--- config.mk ---
export PLATFORM = sky130hd
export DESIGN_NAME = rpfa_eval
export DESIGN_NICKNAME = d
export VERILOG_FILES = /design/src/design/assert_macros.svh /design/src/design/rpfa_pkg.sv /design/src/design/rpfa_eval.sv
export SDC_FILE = /design/constraint.sdc
export NUM_CORES = 1
export LEC_CHECK = 0
export BUFFER_PORTS_ARGS = -buffer_cell sky130_fd_sc_hd__clkbuf_2
export CAP_MARGIN = 5
export CORE_MARGIN = 3
export CORE_UTILIZATION = 35
export DETAILED_ROUTE_END_ITERATION = 16
export GPL_TIMING_DRIVEN = 1
export PLACE_DENSITY = 0.76
export SLEW_MARGIN = 20
export SYNTH_ARGS = -nofsm -noshare
export SYNTH_HDL_FRONTEND = slang
export SYNTH_SLANG_ARGS = --single-unit
--- constraint.sdc ---
create_clock -name vclk -period 2.76
set_input_delay 0.414 -clock vclk [all_inputs]
set_output_delay 0.414 -clock vclk [all_outputs]
set_load 0.005 [all_outputs]
--- src/design/assert_macros.svh ---
// ----------------------------------------------------------------------------
// assertion macros
// concurrent property checks, compiled out when SYNTH is defined
// ----------------------------------------------------------------------------
`ifndef ASSERT_MACROS_SVH
`define ASSERT_MACROS_SVH

`ifndef SYNTH
// property must hold at every clock edge outside reset
`define RPFA_ASSERT(lbl, clk, rst_n, prop) \
  lbl: assert property (@(posedge clk) disable iff (!rst_n) prop) \
    else $error("%m: property failed");
// expression must never be true outside reset
`define RPFA_ASSERT_NEVER(lbl, clk, rst_n, expr) \
  lbl: assert property (@(posedge clk) disable iff (!rst_n) !(expr)) \
    else $error("%m: forbidden condition seen");
`else
`define RPFA_ASSERT(lbl, clk, rst_n, prop)
`define RPFA_ASSERT_NEVER(lbl, clk, rst_n, expr)
`endif

`endif

--- src/design/rpfa_pkg.sv ---
// ----------------------------------------------------------------------------
// rpfa_pkg
// shared constants, codes and types of the page frame allocator
// ----------------------------------------------------------------------------
`timescale 1ns / 1ps
`default_nettype none

package rpfa_pkg;

  // page table size and derived memory geometry
  localparam int NUM_PAGES = 65536;
  localparam int MEM_DEPTH = (NUM_PAGES < 65536) ? NUM_PAGES : 65536;
  localparam int IDX_W     = $clog2(MEM_DEPTH);

  // field widths
  localparam int PAGE_W  = 16;
  localparam int COUNT_W = 16;
  localparam int LINK_W  = 17;

  // end of list marker and count ceiling
  localparam logic [LINK_W-1:0]  END_MARK  = {1'b1, {(LINK_W-1){1'b0}}};
  localparam logic [COUNT_W-1:0] COUNT_MAX = {COUNT_W{1'b1}};

  typedef enum logic [1:0] {
    CMD_ALLOC  = 2'd0,
    CMD_FREE   = 2'd1,
    CMD_ADDREF = 2'd2,
    CMD_GETREF = 2'd3
  } cmd_e;

  typedef enum logic [1:0] {
    ST_OK    = 2'd0,
    ST_EMPTY = 2'd1,
    ST_RANGE = 2'd2,
    ST_SAT   = 2'd3
  } status_e;

  // one result item
  typedef struct packed {
    logic [PAGE_W-1:0]  result_page;
    logic [COUNT_W-1:0] count;
    logic               released;
    status_e            status;
  } res_t;

  // operands of one command, read data included
  typedef struct packed {
    cmd_e               cmd;
    logic [PAGE_W-1:0]  page;
    logic [PAGE_W-1:0]  lowest;
    logic [LINK_W-1:0]  head;
    logic [COUNT_W-1:0] cnt_rd;
    logic [LINK_W-1:0]  link_rd;
  } eval_req_t;

  // result and write-back controls of one command
  typedef struct packed {
    res_t               res;
    logic               cnt_we;
    logic [IDX_W-1:0]   cnt_addr;
    logic [COUNT_W-1:0] cnt_wdata;
    logic               link_we;
    logic [LINK_W-1:0]  link_wdata;
    logic               head_we;
    logic [LINK_W-1:0]  head_nxt;
  } eval_rsp_t;

endpackage

`default_nettype wire

--- src/design/rpfa_eval.sv ---
// ----------------------------------------------------------------------------
// rpfa_eval
// command evaluation: result fields and write-back of count, link and head
// ----------------------------------------------------------------------------
`timescale 1ns / 1ps
`default_nettype none

module rpfa_eval (
  input  rpfa_pkg::eval_req_t req_i,
  output rpfa_pkg::eval_rsp_t rsp_o
);
  import rpfa_pkg::*;

  logic               in_range;
  logic               below_low;
  logic               push;
  logic [COUNT_W-1:0] c;
  logic [COUNT_W-1:0] c_dec;

  // range checks on the page operand
  assign in_range  = ({{(32-PAGE_W){1'b0}}, req_i.page} < 32'(NUM_PAGES));
  assign below_low = (req_i.page < req_i.lowest);

  assign c     = req_i.cnt_rd;
  assign c_dec = (c == '0) ? '0 : c - COUNT_W'(1);
  assign push  = (c == '0) || (c == COUNT_W'(1));

  // per command outcome
  always_comb begin
    rsp_o            = '0;
    rsp_o.res.status = ST_OK;
    unique case (req_i.cmd)
      CMD_ALLOC: begin
        if (req_i.head[LINK_W-1]) begin
          rsp_o.res.status = ST_EMPTY;
        end else begin
          rsp_o.res.result_page = req_i.head[PAGE_W-1:0];
          rsp_o.res.count       = COUNT_W'(1);
          rsp_o.cnt_we          = 1'b1;
          rsp_o.cnt_addr        = req_i.head[IDX_W-1:0];
          rsp_o.cnt_wdata       = COUNT_W'(1);
          rsp_o.head_we         = 1'b1;
          rsp_o.head_nxt        = req_i.link_rd;
        end
      end
      CMD_FREE: begin
        if (!in_range || below_low) begin
          rsp_o.res.status = ST_RANGE;
        end else begin
          rsp_o.res.count    = c_dec;
          rsp_o.res.released = push;
          rsp_o.cnt_we       = (c != '0);
          rsp_o.cnt_addr     = req_i.page[IDX_W-1:0];
          rsp_o.cnt_wdata    = c_dec;
          rsp_o.link_we      = push;
          rsp_o.link_wdata   = req_i.head;
          rsp_o.head_we      = push;
          rsp_o.head_nxt     = {1'b0, req_i.page};
        end
      end
      CMD_ADDREF: begin
        if (!in_range) begin
          rsp_o.res.status = ST_RANGE;
        end else if (c == COUNT_MAX) begin
          rsp_o.res.status = ST_SAT;
          rsp_o.res.count  = COUNT_MAX;
        end else begin
          rsp_o.res.count = c + COUNT_W'(1);
          rsp_o.cnt_we    = 1'b1;
          rsp_o.cnt_addr  = req_i.page[IDX_W-1:0];
          rsp_o.cnt_wdata = c + COUNT_W'(1);
        end
      end
      CMD_GETREF: begin
        if (!in_range) begin
          rsp_o.res.status = ST_RANGE;
        end else begin
          rsp_o.res.count = c;
        end
      end
      default: begin
        rsp_o.res.status = ST_OK;
      end
    endcase
  end

endmodule

`default_nettype wire

==> run summary <==
Initial detailed-routing violation count: 362. The port buffer count was 188; the synthesized net count was 486. For this run, global-route usage on met2 was measured as 51.8%. After routing the design area is 0.00444 mm2.

Using the TritonRoute via totals, the vias-per-cell ratio works out to 5.76. From left edge to right edge, the die measures 88.1 um. The first TritonRoute pass finished after 5 iterations. Relative to the synthesized area, the layout overhead comes to 88.4%. The run gives 2.34 nW as the leakage power. The synthesized netlist devotes 35.7% of its cell area to simple gates. The relative max-transition margin is 67.0%.

The part of the power in the clock network was 0%; the xor-xnor portion of the synthesized cell area was 2.97%. The synthesized netlist contains 50 unique library cells. For the worst setup path, the data required time is 2.35 ns. The congestion estimate from routability-driven global placement came to 0.959.

Setup violations remaining at the end of the flow were counted as 86. Registers are responsible for 0% of the overall power. For met1 alone, demand over resource in global routing was 40.8%. Combinational cells account for 100.0% of the total power. Post-synthesis compound-gate area fraction: 40.7%. In this run the most used layer during global routing was met2. Global routing finished with a remaining overflow of 0.

The path class of the tightest hold or removal check is input port to output port. After floorplanning, the core was divided into 29 placement rows. Dominant combinational cell family by area after synthesis: compound AO/OA/AOI/OAI gates.

The tool flagged a number of max-cap violations equal to 0. The number of failing hold endpoints at the final stage was 0. STA classifies the critical path endpoint as an output port. The run gives 36.7% as the effective utilization at floorplan.

The number of antenna diodes in the final layout is 0. Counting instances, the worst hold path has a depth of 3. Entering global routing, the biggest net connects 35 pins.

Switching power of the nets: 0.321 mW. The period utilization was 116%. Critical path startpoint category: an input port. The sequential cell count is 0.

For the worst supply voltage drop on vdd, the log shows 0.109 mV. The logs give 188 for the total I/O pin count and 313 MHz for the fmax. In this run the worst path has a maximum fanout of 6.

The first global-routing pass estimated 19200 um of wire. The vertical die dimension was 88.1 um. The critical path is of the input port to output port type. After floorplanning, the core was sized to cover 0.00642 mm2.

For the post-route DRC violation count, the log shows 0. The initial antenna violation count is 0. Beginning of the critical path: req_i[77].

At the pin with the least slew margin, the transition time is 0.493 ns. In the global route stage, met3 resource usage came out at 2.92%. The checks that failed: setup timing.

For the worst setup path, the data arrival time is 2.78 ns. The placed standard-cell area was 0.00397 mm2. For this run, the total global-route usage over all layers was measured as 30.4%.

The multiplexer fraction of the synthesized cell area is 1.33%, and the share of the core filled with cells in the final layout is 69.1%. The Yosys step of the flow raised 0 warnings. The die covers 0.00776 mm2. The total routed wirelength is 12200 um.

For the number of clock-tree buffers in the layout, the log shows 0. In this run the power density over the cells is 148 mW/mm2. A synthesized cell averages 6.14 um2. In this run switching power makes up 49.0% of total power. The post-route netlist has 52.4% of its cells at a drive strength greater than 1. The worst setup margin was -0.432 ns; the summed instance area of the synthesized netlist was 0.00236 mm2.

For this run, the post-layout net count is 730. The run finished, with violations left. The path with the worst hold slack has its endpoint at rsp_o[26].

The adder-cell share of the synthesized area is 9.55%, and the remaining antenna violation count after routing is 0. Setup repair after global routing could not meet its margin everywhere. For the number of instances in the synthesized netlist, the log shows 384. After legalization and detailed placement, the total HPWL measured 9510 um. The final routed wire length divided by cell count is 17.4 um, and the internal portion of total power is 0.334 mW. For the via count of the first global-routing pass, the log shows 3957. Sequential cells were found to cover 0% of the synthesized design area. The total vias in the final route is 4051, and the final critical path time including I/O delays and setup is 3.19 ns. Across the whole layout, storage elements account for 0 um2. The run gives 0 as the max-slew violation total from the final report. Startpoint of the worst hold path: req_i[41].
placed cells by master, fill, tap and decap left out, drive strengths merged, types with 4 or more instances in the layout:
cell	Yosys	routed
clkbuf	19	146
buf	14	128
and2	35	35
nand2	35	35
nor2	31	31
a21oi	27	27
inv	23	23
o21ai	19	19
a21o	18	18
ha	18	18
a22o	17	17
nand3	14	14
nor3	13	13
nand4	10	10
a31oi	10	10
o31a	6	6
a311oi	6	6
o221ai	5	5
xnor2	5	5
nor4	5	5
or4	4	4
or3	4	4
and3	4	4
per-layer routing:
layer	wire (um)	up-vias	share of wire, %
met2	5900	242	48
met3	1050	38	8.6
met4	288	0	2.4
li1	-	1919	-
met1	4990	1852	41
met5	0	-	0
synthesized netlist by cell type, types with 3 or more instances:
cell / instances / area share, %
nor2_1: 31 / 4.9
xnor2_1: 5 / 1.9
a22o_1: 17 / 6.3
nor4_1: 4 / 1.1
nand4_1: 10 / 2.7
o22ai_1: 3 / 0.80
o21ai_0: 16 / 3.4
a21o_1: 18 / 5.7
o211ai_1: 3 / 0.96
nand2_1: 35 / 5.6
xor2_1: 3 / 1.1
or3_1: 4 / 1.1
o31a_1: 6 / 2.2
buf_2: 13 / 2.8
a31oi_1: 10 / 2.7
nor3_1: 12 / 2.5
and3_1: 4 / 1.1
o21ai_1: 3 / 0.64
and2_1: 35 / 9.3
inv_1: 23 / 3.7
ha_1: 18 / 9.6
clkbuf_1: 19 / 3.0
nand2b_1: 3 / 0.80
a311oi_1: 6 / 2.2
nand3_1: 14 / 3.0
o21a_1: 3 / 0.96
a21oi_1: 26 / 5.5
o31ai_1: 3 / 0.96
or4_1: 4 / 1.3
o221ai_1: 5 / 1.9
worst max path at each step:
stage / end / slack (ns) / depth (start not counted)
4_1_cts: rsp_o[46] / -0.40 / 13
2_1_floorplan: rsp_o[39] / -0.04 / 9
3_5_place_dp: rsp_o[75] / -0.48 / 11
5_1_grt: rsp_o[46] / -0.49 / 13
3_3_place_gp: rsp_o[83] / -0.43 / 12
6_report: rsp_o[49] / -0.43 / 12
power by group through the flow:
| stage | clock [mW] | combinational, mW | sequential [mW] |
|---|---|---|---|
| 2_1_floorplan | 0 | 0.263 | 0 |
| 3_3_place_gp | 0 | 0.538 | 0 |
| 3_5_place_dp | 0 | 0.550 | 0 |
| 4_1_cts | 0 | 0.624 | 0 |
| 5_1_grt | 0 | 0.710 | 0 |
| 6_report | 0 | 0.655 | 0 |
critical path: stages:
cell	delay, ns
buf_4	0.13
ha_4	0.25
nand4_1	0.11
or4_1	0.53
o32a_1	0.39
buf_6	0.13
a21oi_4	0.15
buf_12	0.14
buf_8	0.13
a32o_1	0.18
mux2_4	0.15
buf_6	0.08
per-stage QoR:
step | TNS [ns] | hold slack, ns | cells | power [mW] | worst slack, ns
floorplan | -0.164 | 0.911 | 384 | 0.263 | -0.0382
global placement | -29.21 | 1.11 | 688 | 0.538 | -0.431
detailed placement | -32.18 | 1.11 | 688 | 0.550 | -0.485
CTS | -26.37 | 1.12 | 701 | 0.624 | -0.399
global route | -35.42 | 1.13 | 703 | 0.710 | -0.487
finish | -30.58 | 1.11 | 703 | 0.655 | -0.432
cell families (layout without fill, tap and decap cells):
group                    after synthesis  in the layout
adder cells (fa/ha/maj)               18             18
AND/OR/NAND/NOR                      163            163
XOR/XNOR                               8              8
buffers and inverters                 56            298
AO/OA/AOI/OAI                        136            136
multiplexers                           3              3
timing repair:
| action | 4_1_cts | 5_1_grt |
|---|---|---|
| hold endpoints to repair | 0 | 0 |
| setup endpoints to repair | 86 | 86 |
| cloned | 3 | 0 |
| pin swaps | 22 | 14 |
| setup buffers | 10 | 2 |
| hold buffers | 0 | 0 |
| gates resized for setup | 56 | 55 |
cell type report:
cell class	instances	area, um2
Inverter	23	98.8
Fill cell	556	1980
Tap cell	77	96.3
Timing Repair Buffer	275	1820
Multi-Input combinational cell	328	2430
Note: power is estimated with default switching activity, not from simulation.
